[src/rtl/aee_pkg.sv]
// Package of shared constants and types for the armature EMF estimator.
`timescale 1ns / 1ps
package aee_pkg;
	localparam int unsigned DISCRETE_SCALE = 1;
	localparam int unsigned SPEED_SHIFT = 0;
	localparam logic [15:0] MAG_CLAMP = 16'(32'h01ff * DISCRETE_SCALE);

	typedef enum logic [2:0] {
		REG_UD_COMP_GAIN = 3'd0,
		REG_RESISTIVE_GAIN = 3'd1,
		REG_ERROR_GAIN = 3'd2,
		REG_INDUCTIVE_GAIN = 3'd3,
		REG_FILTER_THRESHOLD = 3'd4,
		REG_FILTER_MAX_DIVISOR = 3'd5,
		REG_FILTER_ENABLE = 3'd6,
		REG_INDEX_GAIN = 3'd7
	} reg_idx_t;

	typedef struct packed {
		logic [14:0] armature_current;
		logic [14:0] prev_current;
		logic [14:0] boundary_current;
		logic signed [15:0] ud_average;
		logic bridge_two;
	} in_item_t;

	typedef struct packed {
		logic signed [15:0] emf_signed;
		logic [15:0] emf_magnitude;
		logic signed [15:0] emf_unfiltered;
		logic inverter_mode;
		logic [7:0] emf_table_index;
		logic [15:0] ud_comp_amount;
		logic signed [15:0] ud_compensated;
	} out_item_t;

	typedef struct packed {
		logic [2:0] index;
		logic [15:0] data;
	} cfg_item_t;

	// Request and answer between the sequencer and the divider.
	typedef struct packed {
		logic start;
		logic [31:0] dividend;
		logic [15:0] divisor;
	} div_req_t;

	typedef struct packed {
		logic busy;
		logic done;
		logic [31:0] quotient;
		logic [15:0] remainder;
	} div_rsp_t;
endpackage

[src/rtl/aee_stream_if.sv]
// Valid/ready channel interfaces for items and configuration writes.
`timescale 1ns / 1ps
interface aee_in_if;
	logic valid;
	logic ready;
	aee_pkg::in_item_t data;
	modport source(output valid, output data, input ready);
	modport sink(input valid, input data, output ready);
endinterface

interface aee_out_if;
	logic valid;
	logic ready;
	aee_pkg::out_item_t data;
	modport source(output valid, output data, input ready);
	modport sink(input valid, input data, output ready);
endinterface

interface aee_cfg_if;
	logic valid;
	logic ready;
	aee_pkg::cfg_item_t data;
	modport source(output valid, output data, input ready);
	modport sink(input valid, input data, output ready);
endinterface

[src/rtl/aee_divider.sv]
// Shared restoring divider, unsigned 32 by 16 bits, one quotient bit per cycle.
`timescale 1ns / 1ps
module aee_divider (
	input logic clk,
	input logic arst_n,
	input aee_pkg::div_req_t req,
	output aee_pkg::div_rsp_t rsp
);
	import aee_pkg::*;

	logic [5:0] count_q;
	logic [31:0] quo_q;
	logic [16:0] rem_q;
	logic [15:0] den_q;
	logic [16:0] trial;
	logic busy_q, done_q;

	assign trial = {rem_q[15:0], quo_q[31]} - {1'b0, den_q};

	always_ff @(posedge clk or negedge arst_n) begin
		if (!arst_n) begin
			busy_q <= 1'b0;
			done_q <= 1'b0;
			count_q <= '0;
		end else begin
			done_q <= 1'b0;
			if (req.start && !busy_q) begin
				busy_q <= 1'b1;
				count_q <= 6'd32;
			end else if (busy_q) begin
				count_q <= count_q - 6'd1;
				if (count_q == 6'd1) begin
					busy_q <= 1'b0;
					done_q <= 1'b1;
				end
			end
		end
	end

	always_ff @(posedge clk) begin
		if (req.start && !busy_q) begin
			quo_q <= req.dividend;
			den_q <= req.divisor;
			rem_q <= '0;
		end else if (busy_q) begin
			if (!trial[16]) begin
				rem_q <= trial;
				quo_q <= {quo_q[30:0], 1'b1};
			end else begin
				rem_q <= {rem_q[15:0], quo_q[31]};
				quo_q <= {quo_q[30:0], 1'b0};
			end
		end
	end

	assign rsp.busy = busy_q;
	assign rsp.done = done_q;
	assign rsp.quotient = quo_q;
	assign rsp.remainder = rem_q[15:0];

	property p_done_after_busy;
		@(posedge clk) disable iff (!arst_n) rsp.done |-> $past(busy_q);
	endproperty
	a_done_after_busy: assert property (p_done_after_busy)
		else $error("divider done without a busy cycle");

	property p_start_loads;
		@(posedge clk) disable iff (!arst_n) (req.start && !busy_q) |=> busy_q;
	endproperty
	a_start_loads: assert property (p_start_loads)
		else $error("divider did not start");

	property p_not_done_busy;
		@(posedge clk) disable iff (!arst_n) !(rsp.done && busy_q);
	endproperty
	a_not_done_busy: assert property (p_not_done_busy)
		else $error("divider done while busy");
endmodule

[src/rtl/armature_emf_estimator.sv]
// Top level of the armature back-EMF estimator: sequencer, datapath and registers.
`timescale 1ns / 1ps
// An accepted item runs through the sequencer steps COMP, CWAIT (voltage
// compensation share in the shared divider), TERMS, ACCUM, COMB, FWAIT (filter
// quotient in the divider, only when the adaptive filter steps), FIN and OUT,
// and is then offered as a result.
// Throughput: one item at a time; in is ready again the cycle after the result
// transfer, so the next item is taken only after that transfer. Reset (arst_n
// low, asynchronous) clears the sequencer, configuration and estimator state,
// not the datapath registers; the filter divisor and its cap reset to one.
module armature_emf_estimator (
	input logic clk,
	input logic arst_n,
	aee_in_if.sink in,
	aee_out_if.source out,
	aee_cfg_if.sink cfg
);
	import aee_pkg::*;

	// One-hot sequencer states.
	typedef enum logic [8:0] {
		ST_IDLE = 9'b000000001,
		ST_COMP = 9'b000000010,
		ST_CWAIT = 9'b000000100,
		ST_TERMS = 9'b000001000,
		ST_ACCUM = 9'b000010000,
		ST_COMB = 9'b000100000,
		ST_FWAIT = 9'b001000000,
		ST_FIN = 9'b010000000,
		ST_OUT = 9'b100000000
	} state_t;

	state_t state_q;

	// Configuration registers. The error term is zero in every case, so its
	// gain has no effect and is not stored.
	logic [15:0] ud_comp_gain_q, resistive_gain_q, inductive_gain_q;
	logic [14:0] filter_threshold_q, filter_max_divisor_q;
	logic filter_enable_q;
	logic [15:0] index_gain_q;

	// Estimator state.
	logic [15:0] inductive_accum_q;
	logic inductive_sign_q;
	logic [15:0] filter_divisor_q;
	logic exceed_flag_q;
	logic [14:0] last_emf_magnitude_q;
	logic last_emf_sign_q;

	// Item working registers.
	in_item_t item_q;
	logic [15:0] comp_q, udc_q, mag_q, b_q, a_q, prevv_q, unf_q;
	logic s_ud_q, s_r_q, s_i_q, s_o_q;
	logic sd_neg_q;
	logic [15:0] div_q;
	out_item_t res_q;
	logic out_valid_q;

	div_req_t dreq;
	div_rsp_t drsp;

	aee_divider u_div (.clk(clk), .arst_n(arst_n), .req(dreq), .rsp(drsp));

	assign in.ready = (state_q == ST_IDLE) && !out_valid_q;
	assign cfg.ready = 1'b1;
	assign out.valid = out_valid_q;
	assign out.data = res_q;

	// Combinational helpers, each the work of one sequencer step.
	logic cur_ge_bnd, prev_ge_bnd, cur_ge_prev;
	logic [15:0] cur16, prev16, bnd16, share;
	logic [31:0] comp_prod;
	assign cur16 = {1'b0, item_q.armature_current};
	assign prev16 = {1'b0, item_q.prev_current};
	assign bnd16 = {1'b0, item_q.boundary_current};
	assign cur_ge_bnd = cur16 >= bnd16;
	assign prev_ge_bnd = prev16 >= bnd16;
	assign cur_ge_prev = cur16 >= prev16;
	assign share = cur_ge_bnd ? bnd16 + 16'd1 : cur16;
	assign comp_prod = share * ud_comp_gain_q;

	// Compensation result once the divider finishes.
	logic [32:0] q33;
	logic [15:0] comp_n, udc_n, negu, mag_n;
	logic s_ud_n;
	assign q33 = {1'b0, drsp.quotient} + 33'd1;
	assign comp_n = (q33 > 33'h0ffff) ? 16'hffff : q33[15:0];
	assign udc_n = item_q.bridge_two ? item_q.ud_average - comp_n
		: item_q.ud_average + comp_n;
	assign negu = 16'd0 - udc_n;
	always_comb begin
		s_ud_n = udc_n[15];
		mag_n = udc_n[15] ? negu : udc_n;
		if (mag_n > MAG_CLAMP) mag_n = MAG_CLAMP;
		if (mag_n == 16'd0) s_ud_n = 1'b0;
	end

	// Current terms: change a, resistive b, sign flags.
	logic [15:0] a_n, b_n;
	logic s_i_n, s_r_n;
	logic [31:0] res_prod;
	assign res_prod = (cur16 - bnd16) * resistive_gain_q;
	always_comb begin
		a_n = '0;
		b_n = '0;
		s_i_n = 1'b0;
		s_r_n = 1'b0;
		if (cur_ge_bnd) begin
			if (prev_ge_bnd) begin
				if (cur_ge_prev) a_n = cur16 - prev16;
				else begin
					s_i_n = 1'b1;
					a_n = prev16 - cur16;
				end
			end else a_n = cur16 - bnd16 + 16'd1;
			s_r_n = 1'b1;
			b_n = res_prod[23:8];
		end else if (prev_ge_bnd) begin
			a_n = prev16 - bnd16 + 16'd1;
			s_i_n = 1'b1;
		end
	end

	// Inductive accumulator: decay by a sixth, then add or subtract the change.
	// x/6 for 16-bit x: (x * 43691) >> 18 is exact over the whole range.
	logic [31:0] sixth_prod, ind_prod;
	logic [15:0] decayed, d_n, acc_n;
	logic sign_n;
	assign sixth_prod = inductive_accum_q * 16'd43691;
	assign decayed = inductive_accum_q - {2'b0, sixth_prod[31:18]};
	assign ind_prod = a_q * inductive_gain_q;
	assign d_n = ind_prod[15:0];
	always_comb begin
		sign_n = inductive_sign_q;
		if (inductive_sign_q == s_i_q) acc_n = decayed + d_n;
		else if (decayed >= d_n) acc_n = decayed - d_n;
		else begin
			acc_n = d_n - decayed;
			sign_n = ~inductive_sign_q;
		end
	end

	// Combine error, inductive, resistive and voltage terms. The error term
	// is always zero, so c starts from the inductive share alone.
	logic [15:0] dd, cc, bb, bo, nowv, prevv_n, diffv;
	logic sr, so;
	always_comb begin
		dd = {8'd0, inductive_accum_q[15:8]};
		sr = s_r_q;
		if (inductive_sign_q == sr) cc = dd;
		else if (dd == 16'd0) cc = 16'd0;
		else begin
			cc = dd;
			sr = ~sr;
		end
		if (sr) begin
			if (b_q >= cc) begin
				bb = b_q - cc;
				sr = ~sr;
			end else bb = cc - b_q;
		end else bb = b_q + cc;
		if ((s_ud_q == sr) == item_q.bridge_two) begin
			bo = bb + mag_q;
			so = s_ud_q;
		end else if (bb >= mag_q) begin
			bo = bb - mag_q;
			so = ~s_ud_q;
		end else begin
			bo = mag_q - bb;
			so = s_ud_q;
		end
		if (bo == 16'd0) so = 1'b0;
		nowv = so ? 16'd0 - bo : bo;
		prevv_n = last_emf_sign_q ? 16'd0 - {1'b0, last_emf_magnitude_q}
			: {1'b0, last_emf_magnitude_q};
		diffv = nowv - prevv_n;
	end

	logic [15:0] unf_n, absdiff, div_n;
	logic exceed_n, big, filt_go;
	assign unf_n = 16'((so ? 16'd0 - {1'b0, bo[14:0]} : {1'b0, bo[14:0]}) << SPEED_SHIFT);
	assign absdiff = diffv[15] ? 16'd0 - diffv : diffv;
	assign big = absdiff >= {1'b0, filter_threshold_q};
	assign filt_go = filter_enable_q &&
		!(so == last_emf_sign_q && bo == {1'b0, last_emf_magnitude_q});
	always_comb begin
		div_n = filter_divisor_q;
		exceed_n = exceed_flag_q;
		if (big) begin
			if (exceed_flag_q) begin
				div_n = {1'b0, filter_divisor_q[15:1]};
				if (div_n == 16'd0) div_n = 16'd1;
			end else exceed_n = 1'b1;
		end else if (exceed_flag_q) exceed_n = 1'b0;
		else begin
			div_n = {filter_divisor_q[14:0], 1'b0};
			if (div_n > {1'b0, filter_max_divisor_q}) div_n = {1'b0, filter_max_divisor_q};
		end
		if (div_n == 16'd0) div_n = 16'd1;
	end
	// Signed divisor: a value with the top bit set is negative.
	logic [15:0] abs_div;
	assign abs_div = div_n[15] ? 16'd0 - div_n : div_n;

	// Filter step result: truncating signed quotient, at least one in magnitude
	// unless the difference itself is zero.
	logic [15:0] q16, quo_s, bf, bfm, fin, smag;
	logic qneg, sof;
	logic [31:0] idx_prod;
	assign qneg = sd_neg_q ^ div_q[15];
	always_comb begin
		q16 = drsp.quotient[15:0];
		if (q16 == 16'd0 && drsp.remainder != 16'd0) q16 = 16'd1;
		quo_s = qneg ? 16'd0 - q16 : q16;
		bf = prevv_q + quo_s;
		sof = bf[15];
		bfm = bf[15] ? 16'd0 - bf : bf;
	end

	always_comb begin
		fin = s_o_q ? 16'd0 - {1'b0, b_q[14:0]} : {1'b0, b_q[14:0]};
		smag = fin[15] ? 16'd0 - fin : fin;
	end
	assign idx_prod = smag * index_gain_q;

	always_comb begin
		dreq = '0;
		if (state_q == ST_COMP) begin
			dreq.start = 1'b1;
			dreq.dividend = comp_prod;
			dreq.divisor = bnd16 + 16'd1;
		end else if (state_q == ST_COMB && filt_go) begin
			dreq.start = 1'b1;
			dreq.dividend = {16'd0, absdiff};
			dreq.divisor = abs_div;
		end
	end

	always_ff @(posedge clk or negedge arst_n) begin
		if (!arst_n) begin
			state_q <= ST_IDLE;
			out_valid_q <= 1'b0;
			ud_comp_gain_q <= '0;
			resistive_gain_q <= '0;
			inductive_gain_q <= '0;
			filter_threshold_q <= '0;
			filter_max_divisor_q <= 15'd1;
			filter_enable_q <= 1'b0;
			index_gain_q <= '0;
			inductive_accum_q <= '0;
			inductive_sign_q <= 1'b0;
			filter_divisor_q <= 16'd1;
			exceed_flag_q <= 1'b0;
			last_emf_magnitude_q <= '0;
			last_emf_sign_q <= 1'b0;
		end else begin
			if (cfg.valid) begin
				unique case (reg_idx_t'(cfg.data.index))
					REG_UD_COMP_GAIN: ud_comp_gain_q <= cfg.data.data;
					REG_RESISTIVE_GAIN: resistive_gain_q <= cfg.data.data;
					REG_ERROR_GAIN: ;
					REG_INDUCTIVE_GAIN: inductive_gain_q <= cfg.data.data;
					REG_FILTER_THRESHOLD: filter_threshold_q <= cfg.data.data[14:0];
					REG_FILTER_MAX_DIVISOR: filter_max_divisor_q <= cfg.data.data[14:0];
					REG_FILTER_ENABLE: filter_enable_q <= cfg.data.data[0];
					REG_INDEX_GAIN: index_gain_q <= cfg.data.data;
					default: ;
				endcase
			end
			if (out_valid_q && out.ready) out_valid_q <= 1'b0;
			unique case (state_q)
				ST_IDLE: if (in.valid && in.ready) state_q <= ST_COMP;
				ST_COMP: state_q <= ST_CWAIT;
				ST_CWAIT: if (drsp.done) state_q <= ST_TERMS;
				ST_TERMS: state_q <= ST_ACCUM;
				ST_ACCUM: begin
					inductive_accum_q <= acc_n;
					inductive_sign_q <= sign_n;
					state_q <= ST_COMB;
				end
				ST_COMB: begin
					if (filt_go) begin
						filter_divisor_q <= div_n;
						exceed_flag_q <= exceed_n;
						state_q <= ST_FWAIT;
					end else begin
						last_emf_magnitude_q <= bo[14:0];
						last_emf_sign_q <= so;
						state_q <= ST_FIN;
					end
				end
				ST_FWAIT: if (drsp.done) begin
					last_emf_magnitude_q <= bfm[14:0];
					last_emf_sign_q <= sof;
					state_q <= ST_FIN;
				end
				ST_FIN: state_q <= ST_OUT;
				ST_OUT: begin
					out_valid_q <= 1'b1;
					state_q <= ST_IDLE;
				end
				default: state_q <= ST_IDLE;
			endcase
		end
	end

	// Datapath registers without reset.
	always_ff @(posedge clk) begin
		if (in.valid && in.ready) item_q <= in.data;
		if (state_q == ST_CWAIT && drsp.done) begin
			comp_q <= comp_n;
			udc_q <= udc_n;
			mag_q <= mag_n;
			s_ud_q <= s_ud_n;
		end
		if (state_q == ST_TERMS) begin
			a_q <= a_n;
			b_q <= b_n;
			s_i_q <= s_i_n;
			s_r_q <= s_r_n;
		end
		if (state_q == ST_COMB) begin
			unf_q <= unf_n;
			b_q <= bo;
			s_o_q <= so;
			prevv_q <= prevv_n;
			sd_neg_q <= diffv[15];
			div_q <= div_n;
		end
		if (state_q == ST_FWAIT && drsp.done) begin
			b_q <= bfm;
			s_o_q <= sof;
		end
		if (state_q == ST_FIN) begin
			res_q.emf_signed <= 16'(fin << SPEED_SHIFT);
			res_q.emf_magnitude <= 16'(smag << SPEED_SHIFT);
			res_q.emf_unfiltered <= unf_q;
			res_q.inverter_mode <= fin[15] ? ~item_q.bridge_two : item_q.bridge_two;
			res_q.emf_table_index <= 8'((idx_prod / DISCRETE_SCALE) >> 8);
			res_q.ud_comp_amount <= comp_q;
			res_q.ud_compensated <= udc_q;
		end
	end

	property p_no_accept_busy;
		@(posedge clk) disable iff (!arst_n) (state_q != ST_IDLE) |-> !in.ready;
	endproperty
	a_no_accept_busy: assert property (p_no_accept_busy)
		else $error("input ready while an item is in work");

	property p_out_from_seq;
		@(posedge clk) disable iff (!arst_n) $rose(out_valid_q) |-> $past(state_q == ST_OUT);
	endproperty
	a_out_from_seq: assert property (p_out_from_seq)
		else $error("result raised outside the output step");

	property p_div_nonzero;
		@(posedge clk) disable iff (!arst_n) dreq.start |-> dreq.divisor != 16'd0;
	endproperty
	a_div_nonzero: assert property (p_div_nonzero)
		else $error("divide by zero requested");

	property p_fdiv_nonzero;
		@(posedge clk) disable iff (!arst_n) filter_divisor_q != 16'd0;
	endproperty
	a_fdiv_nonzero: assert property (p_fdiv_nonzero)
		else $error("filter divisor became zero");
endmodule

[src/flat_wrapper.sv]
// flat-port wrapper written by rule: the top's interface ports become plain ports
module armature_emf_estimator_flat import aee_pkg::*;
  (clk, arst_n, in_valid, in_data, in_ready, out_valid, out_data, out_ready, cfg_valid, cfg_data, cfg_ready);
  aee_in_if in_i ();
  aee_out_if out_i ();
  aee_cfg_if cfg_i ();
  input logic clk;
  input logic arst_n;
  input wire logic [$bits(in_i.valid)-1:0] in_valid;
  input wire logic [$bits(in_i.data)-1:0] in_data;
  output wire logic [$bits(in_i.ready)-1:0] in_ready;
  output wire logic [$bits(out_i.valid)-1:0] out_valid;
  output wire logic [$bits(out_i.data)-1:0] out_data;
  input wire logic [$bits(out_i.ready)-1:0] out_ready;
  input wire logic [$bits(cfg_i.valid)-1:0] cfg_valid;
  input wire logic [$bits(cfg_i.data)-1:0] cfg_data;
  output wire logic [$bits(cfg_i.ready)-1:0] cfg_ready;
  assign in_i.valid = in_valid;
  assign in_i.data = in_data;
  assign in_ready = in_i.ready;
  assign out_valid = out_i.valid;
  assign out_data = out_i.data;
  assign out_i.ready = out_ready;
  assign cfg_i.valid = cfg_valid;
  assign cfg_i.data = cfg_data;
  assign cfg_ready = cfg_i.ready;
  armature_emf_estimator u_core (.clk(clk), .arst_n(arst_n), .in(in_i), .out(out_i), .cfg(cfg_i));
endmodule
[config.mk]
export PLATFORM = sky130hd
export DESIGN_NAME = armature_emf_estimator_flat
export DESIGN_NICKNAME = d
export VERILOG_FILES = /design/src/rtl/aee_pkg.sv /design/src/rtl/aee_stream_if.sv /design/src/rtl/aee_divider.sv /design/src/rtl/armature_emf_estimator.sv /design/src/flat_wrapper.sv
export SDC_FILE = /design/constraint.sdc
export NUM_CORES = 2
export LEC_CHECK = 0
export BUFFER_PORTS_ARGS = -buffer_cell sky130_fd_sc_hd__buf_2
export CORE_MARGIN = 3
export CORE_UTILIZATION = 65
export CTS_CLUSTER_SIZE = 24
export DETAILED_ROUTE_END_ITERATION = 8
export GPL_ROUTABILITY_DRIVEN = 0
export GPL_TIMING_DRIVEN = 1
export PLACE_DENSITY = 0.94
export SYNTH_ARGS = -nofsm -noshare
export SYNTH_HDL_FRONTEND = slang
export SYNTH_SLANG_ARGS = --single-unit
export TNS_END_PERCENT = 30
[constraint.sdc]
create_clock -name clk -period 25.9 [get_ports clk]
set_input_delay 3.885 -clock clk [delete_from_list [all_inputs] [get_ports clk]]
set_output_delay 3.885 -clock clk [all_outputs]
set_load 0.01 [all_outputs]
# [Word-level counts from Yosys, hierarchy flattened]
# Cells that the tools add are included.
[totals] input_bits=86 regBits=511
[classes] order_cmp=10 eq_ne=26 mul=5 addsub=35 muxes=80 reduce_logical=37 bitwise=8
[ops] operator="16-bit 2-to-1 mux" count=35
[ops] operator="16-bit subtractor" count=8
[ops] operator="1-bit by 16-bit subtractor with 16-bit output, first input constant" count=7
[ops] operator="49-bit 2-to-1 mux" count=2
[ops] operator="16-bit adder" count=5
[ops] operator="15-bit by 15-bit subtractor with 16-bit output" count=5
[ops] operator="9-bit one-hot mux with 8 select lines" count=1
[ops] operator="16-bit logical NOT" count=4
[ops] operator="32-bit 2-to-1 mux" count=2
[ops] operator="15-bit 2-to-1 mux" count=4
[ops] operator="16-bit greater-or-equal comparator" count=3
[ops] operator="1-bit by 15-bit subtractor with 16-bit output, first input constant" count=3
[ops] operator="15-bit greater-or-equal comparator" count=3
[ops] operator="32-bit by 1-bit adder with 33-bit output, second input constant" count=1
[ops] operator="33-bit by 16-bit greater-than comparator with 1-bit output, second input constant" count=1
[ops] operator="16-bit by 1-bit adder with 16-bit output, second input constant" count=2
[ops] operator="16-bit by 16-bit multiplier with 16-bit output" count=2
[ops] operator="16-bit by 16-bit multiplier with 32-bit output" count=1
[ops] operator="16-bit by 16-bit multiplier with 32-bit output, second input constant" count=1
[ops] operator="32-bit by 16-bit multiplier with 24-bit output" count=1
[ops] operator="15-bit one-hot mux with 2 select lines" count=1
[ops] operator="1-bit 2-to-1 mux" count=27
[ops] operator="9-bit 2-to-1 mux" count=3
[ops] operator="17-bit by 16-bit subtractor with 17-bit output" count=1
[ops] operator="37 further kinds" count=78

# [Depth between registers and ports, before layout]
[logic_depth] word_depth=25 mapped_depth=77 mapped_depth_nobuf=72

# [Modules after synthesis]
# A second synthesis with hierarchy kept.
[hier_totals] cells_unflattened=7003 area_unflattened_um2=64189.1
[modules_own_cells] mod="armature_emf_estimator" cells_each=6693 area_each_um2=60516.8 seq_area_each_um2=11930.2 instances=1
[modules_own_cells] mod="aee_divider" cells_each=310 area_each_um2=3672.3 seq_area_each_um2=1961.9 instances=1

# [Worst setup path after synthesis]
# OpenSTA, ideal clock, no wires.
[synth_path] path_kind="register to register" from="register u_core.inductive_accum_q[15]" to="register u_core.u_div.den_q[4] (data pin)" synth_period_minus_slack_ps=14936 setup_time_ps=271 required_time_ps=25629 arrival_time_ps=14665 setup_slack_ps=10964 stages_incl_launch_ff=74 cell_sequence="dfrtp_1 -> clkbuf_1 -> ha_1 -> buf_6 -> and3_4 -> buf_6 -> a32o_1 -> a31oi_4 -> and3_1 -> clkbuf_1 -> o21ai_0 -> nand2_1 -> nand4_1 -> a21oi_1 -> xor2_1 -> ha_1 -> clkbuf_1 -> a211o_1 -> [... 38 more ...] -> a21o_1 -> a21o_1 -> a21o_1 -> a21oi_1 -> o21a_1 -> o41ai_4 -> buf_6 -> buf_4 -> mux2i_1 -> nand3_2 -> or3b_1 -> o31a_1 -> ha_1 -> inv_1 -> nor3_1 -> nor2_1 -> xnor2_1 -> o22ai_1"
[synth_rtl] item="start: declaration" line_no="armature_emf_estimator.sv:43" rtl="logic [15:0] inductive_accum_q;"
[synth_rtl] item="start signal: assignment" line_no="armature_emf_estimator.sv:277" rtl="inductive_accum_q <= acc_n;"
[synth_rtl] item="end signal: assignment" line_no="aee_divider.sv:43" rtl="den_q <= req.divisor;"
[synth_rtl] item="end: declaration" line_no="aee_divider.sv:14" rtl="logic [15:0] den_q;"

==> impl_metrics.prom <==
# TYPE chip_impl_metric gauge
chip_impl_info{name="synth.most_common_cell",value="sky130_fd_sc_hd__inv_1"} 1
chip_impl_metric{name="globalRoute.totalOverflow",unit=""} 0
chip_impl_metric{name="layout.cell_area.non_filler",unit="um^2"} 67500
chip_impl_info{name="status",value="finished, violations left"} 1
chip_impl_metric{name="synth-warning-count",unit=""} 0
chip_impl_info{name="critical-path-slowest-cell",value="sky130_fd_sc_hd__edfxtp_1"} 1
chip_impl_metric{name="die_height",unit="um"} 319
chip_impl_metric{name="post_cts.repair.setup_buffers",unit=""} 0
chip_impl_metric{name="synth-async-reset-ratio",unit="%"} 32.9
chip_impl_metric{name="synth_largest_type_area_fraction",unit="%"} 20.7
chip_impl_metric{name="detailedPlace.worstSlack",unit="ns"} 8.92
chip_impl_metric{name="final_period_minus_worst_setup_slack",unit="ns"} 18.00
chip_impl_info{name="rsz_0062_raised_after_global_routing",value="false"} 1
chip_impl_metric{name="synth_seq_cells",unit=""} 495
chip_impl_metric{name="final_layout_size_suffix_gt1_share",unit="%"} 7.96
chip_impl_metric{name="filler_cell_count",unit=""} 6168
chip_impl_metric{name="max_capacitance_violation_total",unit=""} 0
chip_impl_metric{name="timing.final.setup_violations",unit=""} 0
chip_impl_info{name="criticalPathCategory",value="reg -> reg"} 1
chip_impl_metric{name="num_io_pins",unit=""} 178
chip_impl_metric{name="post_synth_instance_area",unit="um^2"} 63600
chip_impl_metric{name="syn_to_final_growth",unit="%"} 6.16
chip_impl_metric{name="die_width",unit="um"} 319
chip_impl_metric{name="cts.sink_count",unit=""} 495
chip_impl_metric{name="grt_max_degree",unit=""} 98
chip_impl_metric{name="place_area",unit="um^2"} 65600
chip_impl_metric{name="routed_wirelength",unit="um"} 191000
chip_impl_metric{name="final_nets",unit=""} 8344
chip_impl_metric{name="detailed_place_hpwl",unit="um"} 141000
chip_impl_metric{name="core",unit="um^2"} 96900
chip_impl_metric{name="port_buffers",unit=""} 176
chip_impl_metric{name="fmax",unit="GHz"} 0.0556
chip_impl_metric{name="tightest_slew",unit="ns"} 1.36
chip_impl_metric{name="rows",unit=""} 114
chip_impl_info{name="startpoint_type",value="register"} 1
chip_impl_metric{name="finalHoldViolations",unit=""} 0
chip_impl_info{name="crit_path_end_kind",value="register"} 1
chip_impl_metric{name="clock_tree.htree_level_count",unit=""} 2
chip_impl_metric{name="max_slew_violation_count",unit=""} 0
chip_impl_info{name="worstHoldPathType",value="reg -> reg"} 1
chip_impl_metric{name="cts.clk_slew.worst_paths",unit="ns"} 0.06
chip_impl_info{name="synth_top_cells_by_area",value="sky130_fd_sc_hd__fa_1 21%, sky130_fd_sc_hd__edfxtp_1 15%, sky130_fd_sc_hd__ha_1 14%"} 1
chip_impl_metric{name="initial_utilization",unit="%"} 65.6
chip_impl_metric{name="cts_resized",unit=""} 0
chip_impl_metric{name="placed_cells_incl_taps",unit=""} 8111
chip_impl_metric{name="post_synth_inst_count",unit=""} 6856
chip_impl_metric{name="seq_area_frac_synth",unit="%"} 21.8
chip_impl_metric{name="cts_inserted_buffers",unit=""} 54
chip_impl_info{name="cts_tree",value="yes"} 1
chip_impl_info{name="yosys-top-cells-count",value="1132 x sky130_fd_sc_hd__inv_1, 764 x sky130_fd_sc_hd__nand2_1, 709 x sky130_fd_sc_hd__ha_1, 658 x sky130_fd_sc_hd__fa_1, 335 x sky130_fd_sc_hd__xnor2_1"} 1
chip_impl_metric{name="number_of_antenna_violations_at_the_first_check_in_global_routing",unit=""} 12
chip_impl_metric{name="critPathArrivalTime",unit="ns"} 18.39
chip_impl_metric{name="layout.cells.non_filler",unit=""} 8235
chip_impl_metric{name="syn-mean-instance-area",unit="um^2"} 9.27
chip_impl_metric{name="final_critical_path_setup_slack",unit="ns"} 7.90
chip_impl_metric{name="crit_required",unit="ns"} 26.29
chip_impl_info{name="cts-root-buf",value="sky130_fd_sc_hd__clkbuf_16"} 1
chip_impl_metric{name="count_of_hold_buffers_inserted_by_post_cts_repair",unit=""} 0
chip_impl_metric{name="dr.pass1.iters",unit=""} 9
chip_impl_metric{name="post-route-period-util",unit="%"} 69.5
chip_impl_metric{name="grt.total_usage",unit="%"} 37.6
chip_impl_metric{name="wire_per_inst",unit="um"} 23.2
chip_impl_metric{name="vias_in_the_first_global_route",unit=""} 56900
chip_impl_info{name="synthDominantAreaCellType",value="sky130_fd_sc_hd__fa_1"} 1
chip_impl_metric{name="grt_first_pass_wirelength",unit="um"} 302000
chip_impl_metric{name="fin_skew",unit="ns"} 0.0417
chip_impl_metric{name="clock_insertion_delay_worst_skew",unit="ns"} 0.69
chip_impl_metric{name="tns",unit="ns"} 0
chip_impl_metric{name="total_die_area",unit="um^2"} 102000
chip_impl_metric{name="max_slew_margin",unit="%"} 8.66
chip_impl_metric{name="drt_first_iter_violations",unit=""} 7571
chip_impl_metric{name="crit_path_max_fanout",unit=""} 40
chip_impl_metric{name="drtAntennaViolNets",unit=""} 0
chip_impl_metric{name="num_vias",unit=""} 54000
chip_impl_metric{name="route.detailed.vias_per_inst",unit=""} 6.56
chip_impl_info{name="most_common_flop_cell_mapped_by_yosys",value="sky130_fd_sc_hd__edfxtp_1"} 1
chip_impl_metric{name="cts_max_path_buffers",unit=""} 3
chip_impl_metric{name="drt_drc_violations_left",unit=""} 81
chip_impl_metric{name="max_stage_delay",unit="ns"} 0.88
chip_impl_info{name="failed_checks",value="design-rule violations"} 1
chip_impl_metric{name="synth_enable_flop_cells",unit=""} 316
chip_impl_info{name="critical_path.most_common_cell",value="sky130_fd_sc_hd__a21o_1"} 1
chip_impl_metric{name="number_of_library_cell_types_mapped_by_synthesis",unit=""} 117
[final timing paths]
kind	startpoint	end	slack, ns	cells after the start
min reg2reg	u_core.comp_q[8]	u_core.out.data[24]	0.41	0
max reg2reg	u_core.b_q[0]	u_core.u_div.den_q[14]	7.90	70
max in group asynchronous	arst_n	u_core.index_gain_q[1]	20.97	2
max	u_core.b_q[0]	u_core.u_div.den_q[14]	7.90	70
min	u_core.comp_q[8]	u_core.out.data[24]	0.41	0
min in group asynchronous	arst_n	u_core.inductive_gain_q[12]	3.35	1
[critical path, delay by kind of cell (launching register included)]
kind / cells / cell delay (ns)
muxes: 6 / 1.73
adders and majority gates: 7 / 2.25
xor gates and xnor gates: 2 / 0.55
and+or+nand+nor: 19 / 4.82
DFF: 1 / 0.88
AOI/OAI and AO/OA: 32 / 6.60
buffers and inverters: 4 / 0.91
[sequential cells by signal, indices dropped and copies added (netlist names), 16 cells and up]
register                  flops
u_core.filter_divisor_q      16
u_core.mag_q                 16
u_core.b_q                   16
u_core.unf_q                 16
u_core.prevv_q               16
u_core.inductive_accum_q     16
u_core.u_div.quo_q           32
u_core.u_div.den_q           16
u_core.ud_comp_gain_q        16
u_core.item_q                32
u_core.out.data              88
u_core.udc_q                 16
u_core.inductive_gain_q      16
u_core.u_div.rem_q           16
u_core.a_q                   16
u_core.comp_q                16
u_core.resistive_gain_q      16
u_core.index_gain_q          16
[through the flow]
| step | hold slack, ns | utilization [%] |
|---|---|---|
| after floorplan | 0.400 | - |
| after global placement | 0.402 | 67.7 |
| after detailed placement | 0.405 | 67.7 |
| after CTS | 0.413 | 69.6 |
| after global routing | 0.425 | 69.6 |
| final | 0.415 | 69.7 |
[routing by layer]
layer | share of wire, % | GRT usage, % | vias to the layer above
met3 | 14 | 13.3 | 1499
met5 | 0.12 | 0.833 | -
li1 | - | - | 22500
met2 | 45 | 59.0 | 4468
met1 | 32 | 42.9 | 25500
met4 | 9.0 | 26.4 | 12
[kinds of logic after synthesis]
logic type | Yosys count | share of synthesized area, %
adders and majority gates | 1367 | 34.7
muxes | 208 | 3.54
DFF | 495 | 21.8
other | 2 | 0.0118
buffers and inverters | 1399 | 8.39
and+or+nand+nor | 1798 | 13.6
AOI/OAI and AO/OA | 1094 | 11.2
xor gates and xnor gates | 493 | 6.83
[area by class of cell]
class                      instances  area [um^2]  area share (%)
clock inverter                    37          444           0.658
antenna                           23         57.6          0.0853
timing repair buffer             236         1340            1.98
inverter                        1136         4260            6.32
multi-input combinational       4968        44500            65.9
clock buffer                      64         1410            2.09
tap                             1276         1600            2.37
sequential                       495        13900            20.6
[cell usage in the layout (no fill, tap or decap), types with 16 or more instances in the layout]
cell and count:
sky130_fd_sc_hd__nor2b_1 48, sky130_fd_sc_hd__o31ai_1 26, sky130_fd_sc_hd__a21o_1 121, sky130_fd_sc_hd__nand2b_1 45
sky130_fd_sc_hd__buf_2 175, sky130_fd_sc_hd__nand3_1 74, sky130_fd_sc_hd__ha_1 709, sky130_fd_sc_hd__dfrtp_1 160
sky130_fd_sc_hd__fa_1 658, sky130_fd_sc_hd__nor2_1 301, sky130_fd_sc_hd__o21bai_1 96, sky130_fd_sc_hd__o21ai_0 230
sky130_fd_sc_hd__xor2_1 154, sky130_fd_sc_hd__a21oi_1 305, sky130_fd_sc_hd__edfxtp_1 316, sky130_fd_sc_hd__nand4_1 37
sky130_fd_sc_hd__clkbuf_16 54, sky130_fd_sc_hd__a22oi_1 21, sky130_fd_sc_hd__mux2_2 115, sky130_fd_sc_hd__a211oi_1 29
sky130_fd_sc_hd__nor3_1 66, sky130_fd_sc_hd__and2_1 277, sky130_fd_sc_hd__dfxtp_1 16, sky130_fd_sc_hd__buf_4 60
sky130_fd_sc_hd__nand2_1 764, sky130_fd_sc_hd__inv_1 1131, sky130_fd_sc_hd__o21a_1 22, sky130_fd_sc_hd__xnor2_1 331
sky130_fd_sc_hd__mux2i_1 88, sky130_fd_sc_hd__o22ai_1 36, sky130_fd_sc_hd__a31oi_1 45, sky130_fd_sc_hd__nor4_1 41
sky130_fd_sc_hd__or3_1 25, sky130_fd_sc_hd__and3_1 25, sky130_fd_sc_hd__diode_2 23
Power is not shown: default switching activity piles up to over one toggle a cycle in this logic, so the estimate is an artifact.
